[src/sv/brhm_pkg.sv]
// shared types and constants for the busy ratio history monitor
package brhm_pkg;

    // field widths
    localparam int COUNT_W = 64;
    localparam int TICK_W  = 32;
    localparam int LOAD_W  = 15;
    localparam int IVL_W   = 16;

    // 100 percent with 8 fractional bits
    localparam logic [LOAD_W-1:0] FULL_SCALE = 15'd25600;

    // scaled dividend width: 25600 * count fits in count plus quotient bits
    localparam int SCALED_W = COUNT_W + LOAD_W;

    // fixed history slots compared by the three reports
    localparam int SLOT_NEWEST    = 0;
    localparam int SLOT_PREVIOUS  = 1;
    localparam int SLOT_SPAN_HEAD = 2;
    localparam int SLOT_ONE_TAIL  = 3;
    localparam int SLOT_FIVE_TAIL = 7;

    // reset value of the interval register
    localparam logic [IVL_W-1:0] INTERVAL_RESET = 16'd1000;

    // register byte addresses
    localparam logic [2:0] ADDR_INTERVAL = 3'd0;

    // status returned by the ratio unit
    typedef struct packed {
        logic              done;
        logic              valid;
        logic [LOAD_W-1:0] load;
    } t_div_res;

endpackage

[src/sv/brhm_div.sv]
// ratio unit: floor(25600 * num / den) capped at 25600, one quotient bit per cycle
module brhm_div
    import brhm_pkg::*;
(
    input  logic               i_clk,
    input  logic               i_rst_n,
    input  logic               i_start,
    input  logic [COUNT_W-1:0] i_num,
    input  logic [COUNT_W-1:0] i_den,
    output t_div_res           o_res
);

    localparam int CNT_W = $clog2(LOAD_W);
    localparam logic [CNT_W-1:0] LAST_STEP = CNT_W'(LOAD_W - 1);

    typedef enum logic [1:0] {
        D_IDLE,
        D_PREP,
        D_RUN
    } t_dstate;

    t_dstate            r_state;
    logic [COUNT_W-1:0] r_num;
    logic [COUNT_W-1:0] r_den;
    logic [COUNT_W-1:0] r_rem;
    logic [LOAD_W-1:0]  r_low;
    logic [LOAD_W-1:0]  r_quot;
    logic [CNT_W-1:0]   r_cnt;
    t_div_res           r_res;

    logic [SCALED_W-1:0] w_scaled;
    logic [COUNT_W:0]    w_trial;
    logic [COUNT_W:0]    w_diff;
    logic                w_fit;

    // 25600 = 2^14 + 2^13 + 2^10
    always_comb begin
        w_scaled = {1'b0, r_num, 14'b0} + {2'b0, r_num, 13'b0} + {5'b0, r_num, 10'b0};
    end

    // restoring step: bring down next dividend bit, compare and subtract
    always_comb begin
        w_trial = {r_rem, r_low[LOAD_W-1]};
        w_fit   = (w_trial >= {1'b0, r_den});
        w_diff  = w_trial - {1'b0, r_den};
    end

    // sequencer and result register
    always_ff @(posedge i_clk) begin
        if (!i_rst_n) begin
            r_state    <= D_IDLE;
            r_res.done <= 1'b0;
            r_cnt      <= '0;
        end else begin
            r_res.done <= 1'b0;
            unique case (r_state)
                D_IDLE: begin
                    if (i_start) begin
                        r_num   <= i_num;
                        r_den   <= i_den;
                        r_state <= D_PREP;
                    end
                end
                D_PREP: begin
                    // upper dividend bits are already below den: no quotient bits there
                    r_rem  <= w_scaled[SCALED_W-1:LOAD_W];
                    r_low  <= w_scaled[LOAD_W-1:0];
                    r_quot <= '0;
                    r_cnt  <= '0;
                    priority if (r_den == '0) begin
                        r_res.done  <= 1'b1;
                        r_res.valid <= 1'b0;
                        r_res.load  <= '0;
                        r_state     <= D_IDLE;
                    end else if (r_num >= r_den) begin
                        r_res.done  <= 1'b1;
                        r_res.valid <= 1'b1;
                        r_res.load  <= FULL_SCALE;
                        r_state     <= D_IDLE;
                    end else begin
                        r_state <= D_RUN;
                    end
                end
                D_RUN: begin
                    if (w_fit) begin
                        r_rem <= w_diff[COUNT_W-1:0];
                    end else begin
                        r_rem <= w_trial[COUNT_W-1:0];
                    end
                    r_low  <= {r_low[LOAD_W-2:0], 1'b0};
                    r_quot <= {r_quot[LOAD_W-2:0], w_fit};
                    r_cnt  <= r_cnt + 1'b1;
                    if (r_cnt == LAST_STEP) begin
                        r_res.done  <= 1'b1;
                        r_res.valid <= 1'b1;
                        r_res.load  <= {r_quot[LOAD_W-2:0], w_fit};
                        r_state     <= D_IDLE;
                    end
                end
                default: r_state <= D_IDLE;
            endcase
        end
    end

    assign o_res = r_res;

endmodule

[src/sv/busy_ratio_history_monitor.sv]
// top level: sample history store, report sequencer, stream and register ports
//
// channel   | direction | contents
// ----------+-----------+------------------------------------------------------
// s stream  | in        | one sample: busy, irq, idle counters and ms tick
// m stream  | out       | three busy percentages and their nonzero-span flags
// apb       | in/out    | min_interval_ms at byte address 0
//
// The history is updated at the accepting edge. Three ratios follow in turn, each
// with a select state, a prepare state, the quotient steps of the shared one-bit-per-cycle
// ratio unit and a state to take its result (a zero or saturated span skips the quotient
// steps); the output register is loaded last, and only then is a new sample accepted.
// Reset clears the history and sets the interval to 1000. The sequencer holds only if it
// finishes while a result waits.
module busy_ratio_history_monitor
    import brhm_pkg::*;
#(
    parameter int HISTORY_DEPTH = 8
) (
    input  logic         i_clk,
    input  logic         i_rst_n,
    // sample request
    input  logic         i_s_tvalid,
    output logic         o_s_tready,
    input  logic [223:0] i_s_tdata,   // busy_time, irq_time, idle_time, tick_ms
    // result request
    output logic         o_m_tvalid,
    input  logic         i_m_tready,
    output logic [47:0]  o_m_tdata,   // recent load, one second load, five second load, 3 zero bits
    output logic [2:0]   o_m_tuser,   // now_valid, one_sec_valid, five_sec_valid
    // register port
    input  logic         psel,
    input  logic         penable,
    input  logic         pwrite,
    input  logic [2:0]   paddr,
    input  logic [31:0]  pwdata,
    output logic [31:0]  prdata,
    output logic         pready
);

    typedef enum logic [1:0] {
        S_IDLE,
        S_LOAD,
        S_WAIT,
        S_DONE
    } t_state;

    typedef enum logic [1:0] {
        PASS_NOW,
        PASS_ONE,
        PASS_FIVE
    } t_pass;

    // history store
    logic [COUNT_W-1:0] r_snap_total [HISTORY_DEPTH];
    logic [COUNT_W-1:0] r_snap_busy  [HISTORY_DEPTH];
    logic [TICK_W-1:0]  r_snap_tick  [HISTORY_DEPTH];

    logic [IVL_W-1:0]  r_interval;
    t_state            r_state;
    t_pass             r_pass;
    logic [LOAD_W-1:0] r_share_now, r_load_one, r_load_five;
    logic              r_ok_now, r_ok_one, r_ok_five;
    logic              r_out_valid;
    logic [LOAD_W-1:0] r_out_now, r_out_one, r_out_five;
    logic [2:0]        r_out_flags;

    logic [COUNT_W-1:0] w_in_busy, w_in_irq, w_in_idle, w_in_total;
    logic [TICK_W-1:0]  w_in_tick, w_gap;
    logic               w_accept, w_shift, w_start;
    logic [COUNT_W-1:0] w_num, w_den;
    t_div_res           w_res;

    // unpack the sample
    assign w_in_busy  = i_s_tdata[63:0];
    assign w_in_irq   = i_s_tdata[127:64];
    assign w_in_idle  = i_s_tdata[191:128];
    assign w_in_tick  = i_s_tdata[223:192];
    assign w_in_total = w_in_busy + w_in_irq + w_in_idle;

    assign o_s_tready = (r_state == S_IDLE);
    assign w_accept   = i_s_tvalid && o_s_tready;

    // slot 1 after the update is the old newest slot
    assign w_gap   = r_snap_tick[SLOT_NEWEST] - r_snap_tick[SLOT_SPAN_HEAD];
    assign w_shift = (w_gap >= {{(TICK_W-IVL_W){1'b0}}, r_interval});

    // register port
    assign pready = 1'b1;
    always_comb begin
        prdata = '0;
        if (paddr == ADDR_INTERVAL) begin
            prdata = {{(32-IVL_W){1'b0}}, r_interval};
        end
    end

    always_ff @(posedge i_clk) begin
        if (!i_rst_n) begin
            r_interval <= INTERVAL_RESET;
        end else if (psel && penable && pwrite && pready && (paddr == ADDR_INTERVAL)) begin
            r_interval <= pwdata[IVL_W-1:0];
        end
    end

    // history update on each accepted sample
    always_ff @(posedge i_clk) begin
        if (!i_rst_n) begin
            for (int i = 0; i < HISTORY_DEPTH; i++) begin
                r_snap_total[i] <= '0;
                r_snap_busy[i]  <= '0;
                r_snap_tick[i]  <= '0;
            end
        end else if (w_accept) begin
            r_snap_total[SLOT_NEWEST]   <= w_in_total;
            r_snap_busy[SLOT_NEWEST]    <= w_in_busy;
            r_snap_tick[SLOT_NEWEST]    <= w_in_tick;
            r_snap_total[SLOT_PREVIOUS] <= r_snap_total[SLOT_NEWEST];
            r_snap_busy[SLOT_PREVIOUS]  <= r_snap_busy[SLOT_NEWEST];
            r_snap_tick[SLOT_PREVIOUS]  <= r_snap_tick[SLOT_NEWEST];
            if (w_shift) begin
                // slot 2 takes the sample that just moved into slot 1
                r_snap_total[SLOT_SPAN_HEAD] <= r_snap_total[SLOT_NEWEST];
                r_snap_busy[SLOT_SPAN_HEAD]  <= r_snap_busy[SLOT_NEWEST];
                r_snap_tick[SLOT_SPAN_HEAD]  <= r_snap_tick[SLOT_NEWEST];
                for (int i = SLOT_SPAN_HEAD + 1; i < HISTORY_DEPTH; i++) begin
                    r_snap_total[i] <= r_snap_total[i-1];
                    r_snap_busy[i]  <= r_snap_busy[i-1];
                    r_snap_tick[i]  <= r_snap_tick[i-1];
                end
            end
        end
    end

    // span operands for the current pass
    always_comb begin
        unique case (r_pass)
            PASS_NOW: begin
                w_num = r_snap_busy[SLOT_NEWEST] - r_snap_busy[SLOT_PREVIOUS];
                w_den = r_snap_total[SLOT_NEWEST] - r_snap_total[SLOT_PREVIOUS];
            end
            PASS_ONE: begin
                w_num = r_snap_busy[SLOT_SPAN_HEAD] - r_snap_busy[SLOT_ONE_TAIL];
                w_den = r_snap_total[SLOT_SPAN_HEAD] - r_snap_total[SLOT_ONE_TAIL];
            end
            default: begin
                w_num = r_snap_busy[SLOT_SPAN_HEAD] - r_snap_busy[SLOT_FIVE_TAIL];
                w_den = r_snap_total[SLOT_SPAN_HEAD] - r_snap_total[SLOT_FIVE_TAIL];
            end
        endcase
    end

    assign w_start = (r_state == S_LOAD);

    brhm_div u_div (
        .i_clk   (i_clk),
        .i_rst_n (i_rst_n),
        .i_start (w_start),
        .i_num   (w_num),
        .i_den   (w_den),
        .o_res   (w_res)
    );

    // report sequencer and output register
    always_ff @(posedge i_clk) begin
        if (!i_rst_n) begin
            r_state     <= S_IDLE;
            r_pass      <= PASS_NOW;
            r_out_valid <= 1'b0;
        end else begin
            if (r_out_valid && i_m_tready && (r_state != S_DONE)) begin
                r_out_valid <= 1'b0;
            end
            unique case (r_state)
                S_IDLE: begin
                    if (w_accept) begin
                        r_pass  <= PASS_NOW;
                        r_state <= S_LOAD;
                    end
                end
                S_LOAD: begin
                    r_state <= S_WAIT;
                end
                S_WAIT: begin
                    if (w_res.done) begin
                        unique case (r_pass)
                            PASS_NOW: begin
                                r_share_now <= w_res.load;
                                r_ok_now    <= w_res.valid;
                                r_pass      <= PASS_ONE;
                                r_state     <= S_LOAD;
                            end
                            PASS_ONE: begin
                                r_load_one <= w_res.load;
                                r_ok_one   <= w_res.valid;
                                r_pass     <= PASS_FIVE;
                                r_state    <= S_LOAD;
                            end
                            default: begin
                                r_load_five <= w_res.load;
                                r_ok_five   <= w_res.valid;
                                r_state     <= S_DONE;
                            end
                        endcase
                    end
                end
                S_DONE: begin
                    if (!r_out_valid || i_m_tready) begin
                        r_out_valid <= 1'b1;
                        r_out_now   <= r_share_now;
                        r_out_one   <= r_load_one;
                        r_out_five  <= r_load_five;
                        r_out_flags <= {r_ok_five, r_ok_one, r_ok_now};
                        r_state     <= S_IDLE;
                    end
                end
                default: r_state <= S_IDLE;
            endcase
        end
    end

    assign o_m_tvalid = r_out_valid;
    assign o_m_tdata  = {3'b000, r_out_five, r_out_one, r_out_now};
    assign o_m_tuser  = r_out_flags;

endmodule

[config.mk]
export PLATFORM = sky130hd
export DESIGN_NAME = busy_ratio_history_monitor
export DESIGN_NICKNAME = d
export VERILOG_FILES = /design/src/sv/brhm_pkg.sv /design/src/sv/brhm_div.sv /design/src/sv/busy_ratio_history_monitor.sv
export SDC_FILE = /design/constraint.sdc
export NUM_CORES = 2
export LEC_CHECK = 0
export BUFFER_PORTS_ARGS = -buffer_cell sky130_fd_sc_hd__buf_2
export CAP_MARGIN = 20
export CORE_MARGIN = 2
export CORE_UTILIZATION = 35
export DETAILED_ROUTE_END_ITERATION = 10
export HOLD_SLACK_MARGIN = 0.1
export PLACE_DENSITY_LB_ADDON = 0.1
export SLEW_MARGIN = 15
export SYNTH_ARGS = -nofsm -noshare
export SYNTH_HDL_FRONTEND = slang
export SYNTH_SLANG_ARGS = --single-unit
[constraint.sdc]
create_clock -name i_clk -period 84 [get_ports i_clk]
set_input_delay 16.8 -clock i_clk [delete_from_list [all_inputs] [get_ports i_clk]]
set_output_delay 16.8 -clock i_clk [all_outputs]
set_load 0.02 [all_outputs]
==> impl_metrics.csv <==
group,metric,value,unit
sta,max_freq,29.0,MHz
grt,groute.layer.met2.usage,30.4,%
sta,slew_headroom,23.3,%
clock_network,clock_sinks,1439,
clock_network,postCtsResizedCells,0,
floorplan,start_util,35.2,%
worst_setup_path,crit_chain,"buf_2 > nor3_1 > buf_4 > and2_1 > buf_2",
power_and_ir_drop,pwr-share-clk,33.8,%
hold_path,min-delay-start,"r_share_now[4]",
power_and_ir_drop,swShare,32.4,%
worst_setup_path,end_kind,"output pin",
power_and_ir_drop,leakagePower,0.0390,uW
cells_and_area,drive_gt1_share,8.44,%
grt,gr-usage-met1,27.9,%
worst_setup_path,r2r-end,"r_snap_total[0][181]",
hold_path,min_path_type,"register to register",
placed_design,place_inst,11400,
grt,grt_pass1_vias,60800,
grt,track_usage,19.5,%
logic_synthesis,synth_top_area_share,48.3,%
floorplan,die_w,505,um
logic_synthesis,async_reset_ff_share,0,%
sta,min_period,34.48,ns
worst_setup_path,cp_top_family,"buffers and inverters",
drt,avgViaCountPerCell,5.15,
logic_synthesis,ys.flop_type,"edfxtp_1",
drt,first_pass_iters,7,
clock_network,ctsHtreeMaxLevel,4,
floorplan,fp.dieH,505,um
grt,grt-ovfl-total,0,
logic_synthesis,ys_types,86,
worst_setup_path,critPathArrivalTime,17.68,ns
clock_network,clk_latency,0.87,ns
hold_path,worstHoldPathCells,0,
logic_synthesis,ys_seq_area_share,49.0,%
worst_setup_path,required,67.20,ns
drt,dr_total_vias,60500,
power_and_ir_drop,switchingPower,743,uW
drt,routedWlPerCell,21.6,um
sta,hold_violations,0,
placed_design,hpwlAfterDp,191000,um
power_and_ir_drop,p_seq_share,39.4,%
cells_and_area,fin_cells,11700,
sta,finalCritPeriodShare,41.1,%
worst_setup_path,reg2reg_slack,75.51,ns
power_and_ir_drop,p_comb_share,26.9,%
clock_network,numCtsBuffers,171,
floorplan,rows,183,
power_and_ir_drop,p_int,1550,uW
worst_setup_path,cp-start-kind,"primary input",
worst_setup_path,worst-r2r-cell-count,27,
drt,drtIter0Drc,3619,
cells_and_area,nNetsFinal,9230,
floorplan,io_pins,352,
logic_synthesis,synth_top_cells_by_count,"edfxtp_1, and2_1, a21oi_1",
grt,antenna_found_initial,10,
sta,setup-violations-final,0,
logic_synthesis,yosysMostFrequentCell,"edfxtp_1",
drt,routed_wl,254000,um
worst_setup_path,cp_max_fo,18,
sta,fin_tns_setup,0,ns
placed_design,finalWeightedCongestion,0.969,
clock_network,cts_setup_buffers,0,
logic_synthesis,synthCells,8078,
drt,drc,0,
sta,rsz0062_at_grt,"false",
sta,skew,0.0877,ns
logic_synthesis,yosys_warnings,0,
sta,slew_viol_final,0,
drt,ant_nets,0,
logic_synthesis,ys_ff_latch,1439,
floorplan,die-area,0.255,mm^2
logic_synthesis,synth_edf_count,1411,
flow_run,cap_violations,0,
grt,grt_max_degree,205,
power_and_ir_drop,powerDensity,23.3,mW/mm^2
status,status,"finished, final reports clean",
clock_network,clkSlewWorstSetupHoldPaths,0.06,ns
placed_design,portBuffers,315,
logic_synthesis,yosys-top-cells-area,"edfxtp_1, ha_1, and2_1",
grt,grtUsageMet3,2.77,%
worst_setup_path,crit_path_top_delay_cell,"buf_4",
worst_setup_path,r2r_start,"r_snap_tick[0][0]",
logic_synthesis,synth.cell_area,0.0877,mm^2
logic_synthesis,synth.avg_cell_area,10.9,um^2
worst_setup_path,path_buf_inv,3,
worst_setup_path,crit_top_cell,"buf_2",
clock_network,hold_buffers,0,
grt,grt_pass1_wl,384000,um
worst_setup_path,worst_path_largest_cell_delay,0.22,ns
clock_network,clock-root-buffer,"clkbuf_16",
floorplan,core_area,0.249,mm^2
clock_network,cts_buffer_depth,3,
worst_setup_path,critical_path_class,"primary input to output pin",
power_and_ir_drop,ir_drop,0.0192,mV
sta,worst_pin_slew,1.14,ns
grt,grt_busiest_layer,"met2",
clock_network,cts_tree,"yes",
cells_and_area,syn2layout_area_growth,12.1,%
logic_synthesis,yosys.area.top_type,"edfxtp_1",
hold_path,whs_endpoint,"r_out_now[4]",
==> stage by stage <==
| step | hold WS [ns] | util, % | area (um^2) | setup WS (ns) | power [uW] |
|---|---|---|---|---|---|
| detailed placement | 0.405 | 37.1 | 92300 | 49.48 | 1530 |
| global route | 0.427 | 39.5 | 98300 | 49.44 | 2420 |
| floorplan | 0.400 | - | 87700 | 8.40 | 1400 |
| finish | 0.417 | 39.5 | 98300 | 49.52 | 2290 |
| CTS | 0.418 | 39.5 | 98200 | 49.48 | 2320 |
| global placement | 0.405 | 37.1 | 92300 | 49.45 | 1530 |
==> cell type report <==
class	instances	area, um^2
diodes	6	15.0
inverters	383	1440
multi-input cells	5895	41700
repair buffers	381	2130
clock buffers	203	4480
clock inverters	110	1410
fillers	24300	151000
flip-flops and latches	1439	42900
well taps	3330	4170
==> power groups by stage <==
stage	registers (uW)	clock network, uW	logic [uW]
after floorplan	965	0	437
final	902	774	615
after CTS	903	798	615
after detailed placement	916	0	610
after global placement	917	0	611
after global routing	908	825	684
==> cell usage in the layout, fill, tap and decap left out, types with 91 or more instances in the layout <==
master	Yosys	routed
edfxtp_1	1411	1411
and2_1	960	960
a21oi_1	664	664
ha_1	562	561
nand2_1	481	480
o21ai_0	422	421
nor2_1	402	399
inv_1	382	381
buf_2	5	314
a21o_1	264	264
xnor2_1	252	252
nor2b_1	204	203
mux2i_1	177	177
clkbuf_16	0	174
xor2_1	159	159
fa_1	131	131
nand4_1	124	124
nand3_1	96	95
nor3_1	91	91
==> metal layers <==
layer  share of wire [%]  up-vias
li1                    -    29600
met4                 3.3        6
met1                  49    29300
met2                  44     1169
met3                 3.8      324
met5               0.013        -
==> kinds of logic (layout without fill, tap and decap cells) <==
family,count (synthesis),after routing,synth area share [%]
and+or+nand+nor,2621,2621,16.1
muxes,188,188,2.16
xor gates and xnor gates,411,411,4.11
AOI/OAI and AO/OA,1962,1962,13.9
DFF,1439,1439,49.0
adders and majority gates,693,693,11.0
other,2,26,0.00857
buffers and inverters,762,1077,3.71
==> flip-flops by register name (all words and copies together), names as in the netlist, 16 cells and up <==
| name | cells |
|---|---|
| r_snap_busy | 512 |
| r_snap_tick | 64 |
| u_div.r_den | 64 |
| r_snap_total | 512 |
| u_div.r_num | 64 |
| u_div.r_rem | 64 |
| r_interval | 16 |
| u_div.o_res | 17 |
==> worst reg2reg max path, delay by kind of cell, from the launching register on <==
kind            cells  cell delay (ns)
compound gates      8             1.87
xor+xnor            1             0.16
fa+ha+maj           3             0.94
buf+inv             6             3.51
flops               1             0.33
simple gates        9             1.06
==> worst max-delay path by stage <==
stage                     endpoint  slack (ns)  depth (start not counted)        from
4_1_cts                 prdata[15]       49.48                          5    paddr[1]
3_3_place_gp            prdata[15]       49.45                          5    paddr[1]
2_1_floorplan  r_snap_busy[0][128]        8.40                          2  i_s_tvalid
6_report                prdata[15]       49.52                          5    paddr[1]
3_5_place_dp            prdata[15]       49.48                          5    paddr[1]
5_1_grt                 prdata[15]       49.44                          5    paddr[1]
No activity file was read; power rests on OpenSTA's default activity.
